--- config.mk ---
export PLATFORM = sky130hd
export DESIGN_NAME = vsd_cell
export DESIGN_NICKNAME = d
export VERILOG_FILES = /design/src/hdl/vsd_pkg.sv /design/src/hdl/vsd_cell.sv
export SDC_FILE = /design/constraint.sdc
export NUM_CORES = 1
export LEC_CHECK = 0
export BUFFER_PORTS_ARGS = -buffer_cell sky130_fd_sc_hd__buf_2
export CAP_MARGIN = 20
export CORE_MARGIN = 10
export CORE_UTILIZATION = 35
export CTS_BUF_LIST = sky130_fd_sc_hd__clkbuf_8
export CTS_CLUSTER_SIZE = 30
export DETAILED_ROUTE_END_ITERATION = 8
export GPL_TIMING_DRIVEN = 0
export PLACE_DENSITY = 0.7
export SETUP_SLACK_MARGIN = 0.1
export SLEW_MARGIN = 10
export SYNTH_ARGS = -nofsm -noshare
export SYNTH_HDL_FRONTEND = slang
export SYNTH_SLANG_ARGS = --single-unit
export TNS_END_PERCENT = 5
--- constraint.sdc ---
create_clock -name clk -period 3.1 [get_ports clk]
set_clock_uncertainty 0.1 [all_clocks]
set_input_delay 0.155 -clock clk [delete_from_list [all_inputs] [get_ports clk]]
set_output_delay 0.155 -clock clk [all_outputs]
set_load 0.02 [all_outputs]
--- src/hdl/vsd_pkg.sv ---
// Shared types and constants for the variance settle detector.
`timescale 1ns / 1ps
`default_nettype none

package vsd_pkg;

  localparam int WINDOW_DEF = 10;
  localparam int DATA_W     = 32;
  localparam int AXES       = 3;

  // 1000.0 and 0.001 in unsigned Q12.20
  localparam logic [DATA_W-1:0] INIT_LEVEL   = 32'd1048576000;
  localparam logic [DATA_W-1:0] THRESH_RESET = 32'd1049;

  typedef logic [AXES-1:0][DATA_W-1:0] sample3_t;

  typedef struct packed {
    logic [DATA_W-1:0] variance_x;
    logic [DATA_W-1:0] variance_y;
    logic [DATA_W-1:0] variance_z;
  } in_t;

  typedef struct packed {
    logic              settled;
    logic [DATA_W-1:0] span_x;
    logic [DATA_W-1:0] span_y;
    logic [DATA_W-1:0] span_z;
  } out_t;

  // running extremes handed from cell to cell
  typedef struct packed {
    sample3_t lo;
    sample3_t hi;
  } ext_t;

endpackage

`default_nettype wire

--- src/hdl/vsd_cell.sv ---
// One window cell: holds one entry per axis and folds it into the running extremes.
`timescale 1ns / 1ps
`default_nettype none

module vsd_cell (
  input  wire                logic clk,
  input  wire                logic rst,
  input  wire                logic shift,
  input  vsd_pkg::sample3_t  entry_in,
  output vsd_pkg::sample3_t  entry,
  input  vsd_pkg::ext_t      ext_in,
  output vsd_pkg::ext_t      ext_out
);

  vsd_pkg::ext_t ext_next;

  always_comb begin
    for (int a = 0; a < vsd_pkg::AXES; a++) begin
      ext_next.lo[a] = (entry[a] < ext_in.lo[a]) ? entry[a] : ext_in.lo[a];
      ext_next.hi[a] = (entry[a] > ext_in.hi[a]) ? entry[a] : ext_in.hi[a];
    end
  end

  // advance the window on each accepted sample
  always_ff @(posedge clk) begin
    if (rst) begin
      for (int a = 0; a < vsd_pkg::AXES; a++) begin
        entry[a] <= vsd_pkg::INIT_LEVEL;
      end
    end else if (shift) begin
      entry <= entry_in;
    end
  end

  always_ff @(posedge clk) begin
    ext_out <= ext_next;
  end

endmodule

`default_nettype wire

**Word-level counts from Yosys, hierarchy flattened**

Cells that the tools add are included.

- Mux-type cells: 6
- Magnitude comparators: 6

Operators with widths:

| kind | number |
|---|---|
| 32-bit 2-to-1 mux | 6 |
| 32-bit greater-than comparator | 3 |
| 32-bit less-than comparator | 3 |

- Register bits after elaboration: 288
- Bits of input ports: 291
- Output and inout bits: 288
- Logic and storage cells: 21

**Logic depth before layout (Yosys ltp)**

Gate-level depths: netlist of run 1.

- Word-level depth: 2
- Depth in mapped cells: 9
- Depth with buffers taken out: 8

**Least setup slack after synthesis of run 1**

No wires, ideal clock.

- Path kind: register to register
- Start: register entry[53] in the netlist's numbering
- End: register ext_out[129] in the netlist's numbering
- Library setup time: 0.121 ns
- Stages on the path, launching flop included: 9
- Slack: 0.586 ns
- Arrival time: 2.293 ns
- Buffers on the path: 1
- Period minus slack after synthesis: 2.514 ns
- Required time: 2.879 ns
- Cells stage by stage: dfxtp_1 ha_1 a21oi_1 o21ai_0 a221oi_1 nand2_1 nor4_4 buf_6 mux2_2

RTL lines:

| element | line | source |
|---|---|---|
| start, declared | vsd_cell.sv:10 | `output vsd_pkg::sample3_t entry,` |
| start signal, assigned by index | vsd_cell.sv:28 | `entry[a] <= vsd_pkg::INIT_LEVEL;` |
| start signal, assigned | vsd_cell.sv:31 | `entry <= entry_in;` |
| end signal, assigned | vsd_cell.sv:36 | `ext_out <= ext_next;` |
| end, declared | vsd_cell.sv:12 | `output vsd_pkg::ext_t ext_out` |

==> metrics.yaml, run 1 <==
initial_core_util_pct: 35.4
io_pins: 579
cp_slowest_stage_delay_ns: 0.50
post_synth_xor_area_fraction_pct: 0
synth_top_area_share_pct: 39.9
number_of_enable_type_register_cells_in_the_synthesized_netlist: 0
largest_family_of_logic_cells_by_synthesized_area: "multiplexers"
worst_ir_drop_vdd_v: 0.000393
synthDominantAreaCellType: "dfxtp_1"
total_congestion_overflow: 0
timing_hold_violations_final: 0
timing.critical_path.max_delay_family: "compound AO/OA/AOI/OAI gates"
final.fill_count: 3301
grt_setup_unrepaired: "true"
drt_drc_violations_left: 0
vias_in_the_first_global_route: 15800
leakagePower_nw: 11.6
muxShareOfSynthArea_pct: 21.1
synthArstFlopShare_pct: 0
finalWeightedCongestion: 0.912
hpwl_um: 45500
cp_num_buf_inv: 1
synth.yosys.seq_area_share_pct: 39.9
timing.final.setup_violations: 0
clkSinkCount: 288
maximum_number_of_pins_on_one_net_before_global_route_repair: 13
worstMarginPinSlew_ns: 1.00
power.share.combinational_pct: 27.4
dp_slack_ns: -0.0157
startpoint_type: "flip-flop"
max-clock-path-buffers: 3
mappedNetlistNets: 1876
crit_chain: "ha_1, a21oi_1, o21ai_0, a221oi_1, nor2_1, nor4_4, buf_6, mux2_1"
p_sw_mw: 3.64
cp_data_required_time_ns: 3.47
layout_cell_share_with_drive_strength_beyond_1_pct: 37.8
syn_inst: 1396
portion_of_total_power_attributed_to_the_clock_network_pct: 33.7
antenna_found_initial: 10
placeableCoreArea_mm2: 0.0408
worst_hold_path_type: "input port to flip-flop"
cell_chosen_for_the_clock_root: "clkbuf_8"
clkTransAtPathRegs_ns: 0.07
die_x_um: 223
fin_crit_sh_pct: 95.3
antenna_violating_nets_post_route: 0
pwr_density_cell_mw_per_mm2: 511
crit_slowest_cell: "nor4_4"
cts_tree: "built"
internal-power_mw: 7.66
synth_compound_gate_area_share_pct: 7.16
regToRegSetupSlack_ns: 0.15
ys_seq_elements: 288
final_cell_mix: "586 x buf_2, 291 x dlygate4sd3_1, 287 x dfxtp_1"
mappedNetlistArea_mm2: 0.0145
global_route_wire_length_before_repair_um: 93600
cp_max_fo: 10
post_synth.cell_area_avg_um2: 10.4
drt_iter0_markers: 824
slew_margin_rel_pct: 33.3
drtPass1Iterations: 5
placementRows: 74
floorplan.die_area_mm2: 0.0498
utilization_of_the_core_after_routing_pct: 54.1
fin_nets: 2797
max_cap_viol_count: 0
die_height_um: 223
dpl.cell_count: 2504
cts-htree-levels: 2
power.share.sequential_pct: 38.9
fraction_of_the_mapped_netlist_area_in_adder_cells_pct: 16.4
numPortBuffers: 576
groute.usage.overall_pct: 23.8
dr_total_vias: 14500
number_of_buffers_inserted_during_clock_tree_synthesis: 50
wl_per_cell_um: 21.6
synth_warnings: 0
critPathKind: "flip-flop to flip-flop"
commonest_non_fill_non_tap_cell_in_the_layout: "buf_2"
critical_path.endpoint_type: "flip-flop"
vias_per_cell: 5.01
run_status: "finished clean"
synth.top_cells.by_area: "dfxtp_1 40%, ha_1 16%, mux2_2 13%"
synth_top_flop_cell: "dfxtp_1"
netSwitchingFraction_pct: 32.2
drt-total-wl_um: 62400
min_clock_period_post_route_ns: 2.95
setup_slack_of_the_critical_path_after_layout_ns: 0.147
area.growth.synth_to_final_pct: 52.7
post_synth_and_or_nand_nor_area_fraction_pct: 8.63
maxClockFrequency_mhz: 339
arrival_time_at_the_worst_endpoint_ns: 3.33
accumulated_negative_setup_slack_ns: 0
slew_violations: 0
synthDistinctLibCells: 50
insertion_delay_ns: 0.62
fin_cells: 2893
[metrics by stage]
step / hold slack [ns] / power [mW] / area (µm²)
after floorplan: 0.177 / 6.07 / 14500
after global placement: 0.264 / 7.10 / 18000
after detailed placement: 0.267 / 7.17 / 18000
after CTS: -0.239 / 11.3 / 22000
after global routing: 0.153 / 11.8 / 22100
final: 0.138 / 11.3 / 22100
[final timing paths]
| check | start | endpoint | depth (start not counted) |
|---|---|---|---|
| setup / recovery | entry[11]$_SDFFE_PP0P_ | ext_out[103]$_DFF_P_ | 8 |
| hold / removal | rst | entry[34]$_SDFFE_PP0P_ | 3 |
| setup reg to reg | entry[11]$_SDFFE_PP0P_ | ext_out[103]$_DFF_P_ | 8 |
| hold reg to reg | entry[85]$_SDFFE_PP0P_ | entry[85]$_SDFFE_PP0P_ | 2 |
[registers in the layout (all words and copies together), names as in the netlist]
register	count
entry	96
ext_out	192
[kinds of logic after synthesis]
logic type | Yosys count
flops | 288
mux | 270
simple gates | 249
buf+inv | 234
fa+ha+maj | 189
compound gates | 166
[metal layers]
layer,track usage [%],up-vias,share of wire (%)
met2,41.6,785,49
met5,0,-,0.021
met3,7.24,199,8.7
met4,11.9,2,4.7
li1,-,6698,-
met1,25.7,6799,38
[area by class of cell]
class | count | area (µm²) | area share [%]
Clock buffer | 65 | 895 | 4.05
Sequential cell | 288 | 5770 | 26.1
Clock inverter | 22 | 181 | 0.821
Antenna cell | 9 | 22.5 | 0.102
Buffer | 42 | 272 | 1.23
Multi-Input combinational cell | 874 | 7750 | 35.1
Timing Repair Buffer | 869 | 5810 | 26.3
Inverter | 192 | 721 | 3.26
Tap cell | 532 | 666 | 3.01
[power groups by stage]
| stage | clock [mW] | combinational, mW | sequential (mW) |
|---|---|---|---|
| final | 3.80 | 3.10 | 4.39 |
| after global routing | 4.05 | 3.31 | 4.42 |
| after CTS | 3.88 | 3.04 | 4.37 |
| after detailed placement | 0 | 2.72 | 4.45 |
| after global placement | 0 | 2.67 | 4.44 |
| after floorplan | 0 | 1.17 | 4.90 |
[tightest hold or removal path: stages]
cell and delay, ns:
clkbuf_1 0.19, clkbuf_1 0.31, nor2_1 0.15
[Yosys cell counts (2+ instances only)]
library cell,n
o22a_1,2
clkbuf_1,16
inv_1,192
mux2_2,161
o211ai_1,4
nand4_1,28
nor4b_1,2
buf_6,12
a221oi_1,6
nand2_1,50
a21o_1,17
a21oi_1,77
mux2_4,30
nand3_1,19
a211o_1,18
a211oi_1,7
nor4_4,2
dfxtp_1,288
nor3_1,10
and4_1,5
buf_4,3
nor2b_1,24
nor4_1,8
nor2_1,91
ha_1,189
o21ai_0,24
mux2i_1,78
nor3_2,2
buf_2,10
[timing repair]
item | in CTS | in global routing
hold endpoints to repair | 288 | 1
setup endpoints to repair | 63 | 181
pin swaps | 0 | 1
buffers inserted | 0 | 2
cloned | 0 | 0
hold buffers | 290 | 1
gates resized for setup | 1 | 8
(Power assumes the default switching activity.)
==> inputs of run 2 (changes only) <==
==> constraint.sdc (replaced) <==
create_clock -name clk -period 3 [get_ports clk]
set_clock_uncertainty 0.1 [all_clocks]
set_input_delay 0.15 -clock clk [delete_from_list [all_inputs] [get_ports clk]]
set_output_delay 0.15 -clock clk [all_outputs]
set_load 0.02 [all_outputs]
==> run 2 against run 1 <==
Flip-flop and latch count stayed put. Critical path depth stayed put. Fmax increased by 2.2%. Clock-buffer cell count stayed put. Wire length is 0.41% higher. Clock power is 4% higher. First-iteration DRC count grew 0.49%.
==> metrics.yaml, run 2 (same netlist as run 1, synthesis figures left out) <==
critical_path.endpoint_type: "flip-flop"  # unchanged
layout_cell_share_with_drive_strength_beyond_1_pct: 38.3  # was 37.8%
die_height_um: 223  # unchanged
placementRows: 74  # unchanged
placeableCoreArea_mm2: 0.0408  # unchanged
maximum_number_of_pins_on_one_net_before_global_route_repair: 13  # unchanged
numPortBuffers: 576  # unchanged
io_pins: 579  # unchanged
slew_violations: 0  # unchanged
power.share.combinational_pct: 27.5  # was 27.4%
hpwl_um: 45500  # unchanged
timing.critical_path.from: "entry[73]$_SDFFE_PP0P_"  # was entry[11]$_SDFFE_PP0P_
netSwitchingFraction_pct: 32.3  # was 32.2%
arrival_time_at_the_worst_endpoint_ns: 3.29  # was 3.33 ns
worstMarginPinSlew_ns: 0.969  # was 1.00 ns
regToRegSetupSlack_ns: 0.11  # was 0.15 ns
cts_tree: "built"  # unchanged
hold_end: "entry[34]$_SDFFE_PP0P_"  # unchanged
clkSinkCount: 288  # unchanged
critical_path.reg2reg.endpoint: "ext_out[177]$_DFF_P_"  # was ext_out[103]$_DFF_P_
initial_core_util_pct: 35.4  # unchanged
area.sequential_mm2: 0.00577  # about the same
area.growth.synth_to_final_pct: 53.1  # was 52.7%
worst_hold_startpoint: "rst"  # unchanged
max_cap_viol_count: 0  # unchanged
vias_in_the_first_global_route: 15800  # about the same
crit_slowest_cell: "dfxtp_1"  # was nor4_4
maxClockFrequency_mhz: 346  # was 339 MHz
groute.usage.overall_pct: 23.9  # was 23.8%
global_route_wire_length_before_repair_um: 93700  # was 93600 µm
cp_slowest_stage_delay_ns: 0.46  # was 0.50 ns
cell_chosen_for_the_clock_root: "clkbuf_8"  # unchanged
worst_hold_path.num_cells: 3  # unchanged
fin_nets: 2800  # was 2797
wl_per_cell_um: 21.7  # was 21.6 µm
drt_drc_violations_left: 0  # unchanged
timing_hold_violations_final: 0  # unchanged
power.share.sequential_pct: 38.8  # was 38.9%
internal-power_mw: 7.92  # was 7.66 mW
cp_data_required_time_ns: 3.40  # was 3.47 ns
critPathKind: "flip-flop to flip-flop"  # unchanged
finalWeightedCongestion: 0.912  # unchanged
worst_ir_drop_vdd_v: 0.000405  # was 0.000393 V
crit_chain: "ha_1, a21oi_1, o21ai_0, a221oi_1, o22ai_1, nor3_4, buf_6, mux2_4"  # was ha_1, a21oi_1, o21ai_0, a221oi_1, nor2_1, nor4_4, buf_6, mux2_1
cts-htree-levels: 2  # unchanged
regToRegStartpoint: "entry[73]$_SDFFE_PP0P_"  # was entry[11]$_SDFFE_PP0P_
cp_max_fo: 10  # unchanged
timing.hold.ws_ns: 0.132  # was 0.138 ns
clkTransAtPathRegs_ns: 0.07  # about the same
pwr_density_cell_mw_per_mm2: 529  # was 511 mW/mm²
largest_reg_flops: 192  # unchanged
final_cell_mix: "584 x buf_2, 291 x dlygate4sd3_1, 281 x dfxtp_1"  # was 586 x buf_2, 291 x dlygate4sd3_1, 287 x dfxtp_1
drt-total-wl_um: 62700  # was 62400 µm
startpoint_type: "flip-flop"  # unchanged
drtPass1Iterations: 7  # was 5
regMostFlops: "ext_out"  # unchanged
p_sw_mw: 3.78  # was 3.64 mW
dr_total_vias: 14600  # was 14.5k
run_status: "finished clean"  # unchanged
insertion_delay_ns: 0.62  # about the same
leakagePower_nw: 11.7  # was 11.6 nW
die_x_um: 223  # unchanged
commonest_non_fill_non_tap_cell_in_the_layout: "buf_2"  # unchanged
vias_per_cell: 5.03  # was 5.01
multi_input_area_mm2: 0.00777  # was 0.00775 mm²
slew_margin_rel_pct: 35.4  # was 33.3%
worst_hold_path_type: "input port to flip-flop"  # unchanged
fin_crit_sh_pct: 96.3  # was 95.3%
antenna_found_initial: 10  # unchanged
max-clock-path-buffers: 3  # unchanged
antenna_violating_nets_post_route: 0  # unchanged
drt_iter0_markers: 828  # was 824
floorplan.die_area_mm2: 0.0498  # unchanged
timing.final.setup_violations: 0  # unchanged
number_of_buffers_inserted_during_clock_tree_synthesis: 50  # unchanged
top_regs: "ext_out x192, entry x96"  # unchanged
r2r_cells: 8  # unchanged
min_clock_period_post_route_ns: 2.89  # was 2.95 ns
portion_of_total_power_attributed_to_the_clock_network_pct: 33.7  # about the same
accumulated_negative_setup_slack_ns: 0  # unchanged
grt_setup_unrepaired: "true"  # unchanged
final.fill_count: 3296  # was 3301
total_congestion_overflow: 0  # unchanged
run 2: changes by cell type in the layout (fill, tap and decap cells not counted), sizes merged:
| cell | delta |
|---|---|
| clkbuf | +3 |
run 2: worst max-delay path: cells and delay by family (launching register included):
kind                     cells  cell delay, ns
AO/OA/AOI/OAI                4            1.03
AND/OR/NAND/NOR              1            0.32
adder cells (fa/ha/maj)      1            0.29
multiplexers                 1            0.32
buffers and inverters        1            0.25
flip-flops                   1            0.46
run 2: power groups by stage:
stage / sequential (mW) / combinational, mW / clock, mW
2_1_floorplan: 5.06 / 1.21 / 0
3_3_place_gp: 4.58 / 2.75 / 0
3_5_place_dp: 4.60 / 2.82 / 0
4_1_cts: 4.52 / 3.15 / 4.01
5_1_grt: 4.57 / 3.44 / 4.18
6_report: 4.54 / 3.22 / 3.94
run 2: worst max-delay path by stage:
stage / to / slack [ns] / cells past startpoint
3_3_place_gp: ext_out[78]$_DFF_P_ / -0.11 / 7
3_5_place_dp: ext_out[78]$_DFF_P_ / -0.12 / 7
2_1_floorplan: ext_out[129]$_DFF_P_ / 0.49 / 8
6_report: ext_out[177]$_DFF_P_ / 0.11 / 8
5_1_grt: ext_out[169]$_DFF_P_ / 0.05 / 8
4_1_cts: ext_out[27]$_DFF_P_ / 0.05 / 7
run 2: layer usage:
layer  up-vias  wire, µm  track usage [%]
li1       6712         -                -
met2       810     30600             41.6
met4         2      3030             11.9
met3       201      5480             7.24
met5         -        13                0
met1      6831     23600             25.7
run 2: through the flow:
stage	instance area [µm²]	setup WS [ns]	utilization [%]	std cells	power, mW
finish	22100	0.111	54.2	2896	11.7
global route	22100	0.0489	54.2	2896	12.2
CTS	22000	0.0545	53.9	2881	11.7
detailed placement	18000	-0.116	44.1	2504	7.41
global placement	18000	-0.113	44.1	2504	7.34
floorplan	14500	0.486	-	1396	6.28
run 2: what timing repair did:
action                                  4_1_cts  5_1_grt
hold buffers                                290        1
buffers inserted                              0        4
endpoints found under the setup margin      159      182
resized for setup                             5       18
endpoints found under the hold margin       288        1
pin swaps                                     0        3
cloned                                        0        1
run 2: final cells by class:
type | count | share of cell area (%)
Multi-Input combinational cell | 874 | 35.1
Tap cell | 532 | 3.01
Clock inverter | 22 | 0.819
Antenna cell | 9 | 0.102
Buffer | 42 | 1.26
Inverter | 192 | 3.25
Clock buffer | 65 | 4.04
Timing Repair Buffer | 872 | 26.3
Sequential cell | 288 | 26.1
